===== config.mk =====
export PLATFORM = sky130hd
export DESIGN_NAME = aden_ram
export DESIGN_NICKNAME = d
export VERILOG_FILES = /design/src/hw/rtl/aden_ram.sv
export SDC_FILE = /design/constraint.sdc
export NUM_CORES = 1
export LEC_CHECK = 0
export BUFFER_PORTS_ARGS = -buffer_cell sky130_fd_sc_hd__buf_4
export CORE_MARGIN = 2
export CORE_UTILIZATION = 35
export DETAILED_ROUTE_END_ITERATION = 7
export GPL_ROUTABILITY_DRIVEN = 0
export GPL_TIMING_DRIVEN = 0
export PLACE_DENSITY = 0.48
export SYNTH_ARGS = -nofsm -noshare
export SYNTH_HDL_FRONTEND = slang
export SYNTH_SLANG_ARGS = --single-unit

===== constraint.sdc =====
create_clock -name clk -period 17.1 [get_ports clk]
set_input_delay 2.565 -clock clk [delete_from_list [all_inputs] [get_ports clk]]
set_output_delay 2.565 -clock clk [all_outputs]
set_load 0.005 [all_outputs]

===== src/hw/rtl/aden_ram.sv =====
`timescale 1ns / 1ps
`default_nettype none
module aden_ram #(
  parameter int WIDTH = 64,
  parameter int DEPTH = 16,
  localparam int AW = (DEPTH > 1) ? $clog2(DEPTH) : 1
) (
  input  wire logic             clk,
  input  wire logic             wr_en,
  input  wire logic [AW-1:0]    wr_addr,
  input  wire logic [WIDTH-1:0] wr_data,
  input  wire logic [AW-1:0]    rd_addr,
  output logic      [WIDTH-1:0] rd_data
);

  logic [WIDTH-1:0] mem [DEPTH];

  always_ff @(posedge clk) begin
    if (wr_en) begin
      mem[wr_addr] <= wr_data;
    end
    rd_data <= mem[rd_addr];
  end

endmodule
`default_nettype wire


==> results of run 1 <==
==> final cells by class <==
| class | count | area (µm²) | share of cell area |
|---|---|---|---|
| Sequential cell | 1088 | 32000 | 0.671 |
| Multi-Input combinational cell | 475 | 7210 | 0.151 |
| Clock buffer | 160 | 3340 | 0.0701 |
| Timing Repair Buffer | 214 | 2420 | 0.0507 |
| Tap cell | 1500 | 1880 | 0.0393 |
| Buffer | 84 | 452 | 0.00946 |
| Clock inverter | 52 | 389 | 0.00815 |
==> cell families (layout without fill, tap and decap cells) <==
| logic type | after synthesis | count (layout) | share of synthesized area |
|---|---|---|---|
| DFF | 1088 | 1088 | 0.809 |
| and+or+nand+nor | 91 | 91 | 0.00942 |
| muxes | 256 | 256 | 0.146 |
| AOI/OAI and AO/OA | 128 | 128 | 0.0243 |
| buffers and inverters | 84 | 510 | 0.0114 |
==> flip-flops by register name, indices dropped and copies added, names as in the netlist <==
signal,flops
mem,1024
rd_data,64
==> critical path, cell delays in order <==
cell and delay (ns):
buf_4 0.12, nand3b_1 0.35, nor3_2 0.75, buf_6 0.26, buf_8 0.17, buf_6 0.17, buf_4 0.21
==> synthesized netlist by cell type, drive strengths merged <==
cell / number
mux4: 256
nand3: 1
dfxtp: 64
buf: 48
nor2b: 2
a22oi: 128
nand2b: 2
clkbuf: 36
and2: 1
nand2: 65
or3b: 1
nor3: 4
nand3b: 2
nor2: 13
edfxtp: 1024
==> cell usage in the layout, fill, tap and decap left out, types with 2 or more instances in the layout <==
master | netlist | final
nor2b_1 | 2 | 2
buf_16 | 0 | 20
nor2_4 | 0 | 12
clkinv_1 | 0 | 22
buf_12 | 0 | 22
a22oi_1 | 128 | 128
dfxtp_1 | 64 | 64
buf_2 | 13 | 13
buf_8 | 0 | 3
buf_4 | 6 | 145
clkbuf_1 | 36 | 58
bufinv_16 | 0 | 6
clkbuf_16 | 0 | 121
nand2_1 | 65 | 65
nand2b_1 | 2 | 2
nor3_2 | 0 | 4
buf_1 | 16 | 16
edfxtp_1 | 1024 | 1024
mux4_2 | 256 | 256
buf_6 | 13 | 43
clkinv_2 | 0 | 22
nand3b_1 | 2 | 2
clkbuf_8 | 0 | 17
==> worst paths after layout <==
kind	end	slack (ns)	from	cells past startpoint
hold / removal	rd_data[62]$_DFF_P_	0.67	mem[12][62]$_DFFE_PP_	3
setup reg to reg	rd_data[4]$_DFF_P_	15.67	mem[3][4]$_DFFE_PP_	3
hold reg to reg	rd_data[62]$_DFF_P_	0.67	mem[12][62]$_DFFE_PP_	3
setup / recovery	mem[4][45]$_DFFE_PP_	12.86	wr_addr[3]	7
==> metrics by stage <==
| step | cell area, µm² | std cells | hold WS, ns |
|---|---|---|---|
| CTS | 47700 | 3573 | 0.671 |
| floorplan | 39600 | 1647 | 0.635 |
| global placement | 42500 | 3282 | 0.655 |
| finish | 47700 | 3573 | 0.666 |
| detailed placement | 44000 | 3361 | 0.660 |
| global route | 47700 | 3573 | 0.695 |
==> metal layers <==
layer / GRT usage / share of wire / wire [µm] / vias up
li1: - / - / - / 7751
met1: 0.235 / 0.44 / 42600 / 9827
met4: 0.0412 / 0.020 / 1960 / 12
met3: 0.0380 / 0.060 / 5770 / 156
met5: 0 / 0.00079 / 77 / -
met2: 0.269 / 0.48 / 46600 / 515
==> power by group <==
group | internal, µW | total [µW] | switching (µW)
Combinational | 129 | 294 | 165
Clock | 1440 | 2450 | 1010
Sequential | 2980 | 3000 | 17.7
==> reports/summary.txt, run 1 <==
postcts setup bufs: 0
DRT iter0 DRCs: 1478
Routed WL: 96900 µm
startpoint class of the critical path: input pin
Max-Cap Viols: 0
die width: 340 µm
CP max FO: 8
CTS tree: built
peak supply drop: 0.0821 mV
number of port buffers: 135
Mapped Cells: 1647
RSZ-0062 raised after global routing: no
clk_lat worst skew: 0.69 ns
Antenna Nets Post-Route: 0
die area: 116000 µm²
detailed-route via count: 18300
layout cell share with drive strength beyond 1: 0.332
post-CTS sizing: 0
Final WS setup: 12.86 ns
Crit Path Category: input pin to flip-flop
final core occ: 0.425
TritonCTS buffer count: 115
Area Overhead vs Synth: 20.6%
vias in the first global route: 19700
crit path capture type: flip-flop
Filler cells: 9745
Required @ worst endpoint: 17.47 ns
Initial Util: 0.352
Slew Viols, Final: 0
row count: 123
Total Power: 5740 µW
first-pass GRT wire length: 140000 µm
power per cell area: 120 nW/µm²
area of the mapped netlist: 39600 µm²
Warnings, synthesis: 0
final number of hold-violating endpoints: 0
Seq cells post-synth: 1088
total core area: 112000 µm²
status: complete, no violations
post-layout min period: 4.24 ns
hpwl dp: 62000 µm
final setup vio count: 0
Final period util: 0.248
Nets: 2052
GRT Overall Usage: 0.168
Synth cell types: 18
CP arrival: 4.61 ns
total grt overflow: 0
clock skew: 0.0165 ns
pin count of the biggest net entering global routing: 23
Clock Sinks: 1088
fmax: 236 MHz
Tightest Hold Check Type: flip-flop to flip-flop
TritonRoute pass-1 iters: 5
Least-Margin Pin Slew: 1.04 ns
routed length per instance: 27.1 µm
Leak: 0.0153 µW
DIE HEIGHT: 340 µm
Setup TNS Final: 0 ns
post-synthesis area per instance: 24.0 µm²
sequential fraction of the synthesis area: 0.809
antenna cells: 0
Post-Syn Nets: 1721
CTS max path bufs: 3
vias per cell: 5.11
H-Tree Level Count: 3
I/O Pins: 138
pre-CTS setup slack: 12.05 ns
cell taking the most area after synthesis: edfxtp_1
Slew HR: 0.309
initial antenna violation count: 7
CTS Hold Bufs: 0
DRC Markers: 0
clk slew on worst S/H paths: 0.06 ns
clk root buf: clkbuf_16
Yosys top cell area share: 0.777
Area contributors post-synth: edfxtp_1 (78%), mux4_2 (15%), dfxtp_1 (3.2%), a22oi_1 (2.4%), nand2_1 (0.62%)
(Power assumes the default switching activity.)
==> inputs of run 2 (changes only) <==
- PLACE_DENSITY: 0.48 -> 0.5
- clock period: 17.1 -> 3.6 ns (I/O delays scaled with it)
==> run 2 against run 1 <==
Utilization fell by 0.080 points. Final cell count shrank 0.48%. Setup slack worse by 12 ns. Cell area down 0.19%. Largest power group unchanged.
==> reports/summary.txt, run 2 (synthesis results as in run 1) <==
detailed-route via count: 18100
Met1 Wirelength: 41300 µm
sw frac: 0.209
Largest register FFs: 1024
reg2reg end: rd_data[29]$_DFF_P_
CP peak stage delay: 0.88 ns
Worst Setup SP: rd_addr[3]
power per cell area: 576 nW/µm²
CP arrival: 2.89 ns
Least-Margin Pin Slew: 1.19 ns
RSZ-0062 raised after global routing: no
CTS tree: built
Placed Area: 43800 µm²
peak supply drop: 0.404 mV
post-layout min period: 2.29 ns
highest metal used: met5
Clock power frac: 0.431
Crit Path Category: input pin to flip-flop
status: complete, no violations
clk_lat worst skew: 0.69 ns
Max-Cap Viols: 0
slowest stage cell, crit path: clkbuf_1
CTS Hold Bufs: 0
fin area: 47600 µm²
Internal Pwr Total: 21700 µW
area occupied by multi-input gates: 7230 µm²
met3 wire length: 4560 µm
Slew HR: 0.207
register with the most flip-flops: mem
crit path capture type: flip-flop
switching power total: 5740 µW
DRC Markers: 0
H-Tree Level Count: 3
layout cell share with drive strength beyond 1: 0.328
die width: 340 µm
DIE HEIGHT: 340 µm
final setup vio count: 0
routed length per instance: 26.5 µm
die area: 116000 µm²
CTS max path bufs: 3
critical path's most frequent cell: clkbuf_1
Tightest Hold Check Type: input pin to flip-flop
post-CTS sizing: 0
CP max FO: 10
TritonRoute pass-1 iters: 7
clk slew on worst S/H paths: 0.06 ns
Initial Util: 0.352
hpwl dp: 59300 µm
fmax: 436 MHz
first-pass GRT wire length: 137000 µm
Nets: 2029
total grt overflow: 0
pin count of the biggest net entering global routing: 24
Antenna Nets Post-Route: 0
most frequent cells in the layout: edfxtp_1 (1024), mux4_2 (256), buf_4 (142)
Worst Setup EP: rd_data[15]$_DFF_P_
startpoint class of the critical path: input pin
final number of hold-violating endpoints: 0
Filler cells: 9772
I/O Pins: 138
Slew Viols, Final: 0
DRT iter0 DRCs: 1709
Logic pwr share: 0.051
Total Power: 27500 µW
commonest non-fill, non-tap cell in the layout: edfxtp_1
antenna cells: 0
vias per cell: 5.10
Required @ worst endpoint: 4.20 ns
met2 wire length: 46600 µm
GRT Overall Usage: 0.163
clk root buf: clkbuf_16
Routed WL: 94200 µm
Final period util: 0.637
total core area: 112000 µm²
Area Overhead vs Synth: 20.3%
Finished Layout Cells: 3556
vias in the first global route: 19700
Clock Sinks: 1088
row count: 123
FF/Latch Area: 32000 µm²
initial antenna violation count: 6
r2r setup slk: 2.15 ns
Leak: 0.0152 µW
number of port buffers: 135
crit-path cells: buf_4 -> nor2b_1 -> clkbuf_1 -> clkbuf_1 -> a22oi_1 -> nand2_1
Placed Instances: 3339
clock skew: 0.0226 ns
Reg2Reg Launch Point: mem[3][29]$_DFFE_PP_
Seq pwr share: 0.519
TritonCTS buffer count: 114
Largest regs: mem: 1024 flops, rd_data: 64 flops
FF-to-FF path depth: 3
postcts setup bufs: 0
[run 2: worst max-delay path, delay by kind of cell]
| kind | cells | cell delay [ns] |
|---|---|---|
| buffers and inverters | 3 | 1.74 |
| AND/OR/NAND/NOR | 2 | 0.35 |
| AO/OA/AOI/OAI | 1 | 0.25 |
[run 2: power groups by stage]
stage | registers, µW | clock network (µW) | logic (µW)
2_1_floorplan | 14500 | 0 | 678
6_report | 14200 | 11800 | 1390
5_1_grt | 14300 | 12600 | 1510
3_3_place_gp | 14500 | 0 | 1340
3_5_place_dp | 14500 | 0 | 1430
4_1_cts | 14200 | 12100 | 1440
[run 2: per-stage QoR]
step                 util  TNS [ns]  hold WS (ns)  setup WS, ns
global route        0.424         0         0.118          1.26
floorplan               -   -147.97         0.635        -0.634
global placement    0.379  -2301.41         0.657         -4.33
CTS                 0.424         0        0.0987          1.36
finish              0.424         0         0.143          1.31
detailed placement  0.390         0         0.661         0.625
[run 2: cell type report]
| type | count | area share |
|---|---|---|
| plain buffers | 84 | 0.00948 |
| well taps | 1500 | 0.0394 |
| clock buffers | 149 | 0.0652 |
| clock inverters | 68 | 0.0147 |
| repair buffers | 192 | 0.0469 |
| flip-flops and latches | 1088 | 0.672 |
| multi-input cells | 475 | 0.152 |
[run 2: how the worst min path moves through the flow]
stage	start	endpoint	slack, ns	depth (start not counted)
final	wr_data[23]	mem[12][23]$_DFFE_PP_	0.14	1
after global routing	wr_data[30]	mem[11][30]$_DFFE_PP_	0.12	1
after CTS	wr_data[9]	mem[10][9]$_DFFE_PP_	0.1	1
after detailed placement	mem[13][1]$_DFFE_PP_	rd_data[1]$_DFF_P_	0.66	3
after global placement	mem[14][1]$_DFFE_PP_	rd_data[1]$_DFF_P_	0.66	3
after floorplan	mem[14][0]$_DFFE_PP_	rd_data[0]$_DFF_P_	0.63	3
[run 2: routing by layer]
layer	vias to the layer above	GRT usage
met4	12	0.0363
met1	9858	0.223
li1	7719	-
met5	-	0
met3	136	0.0331
met2	411	0.270
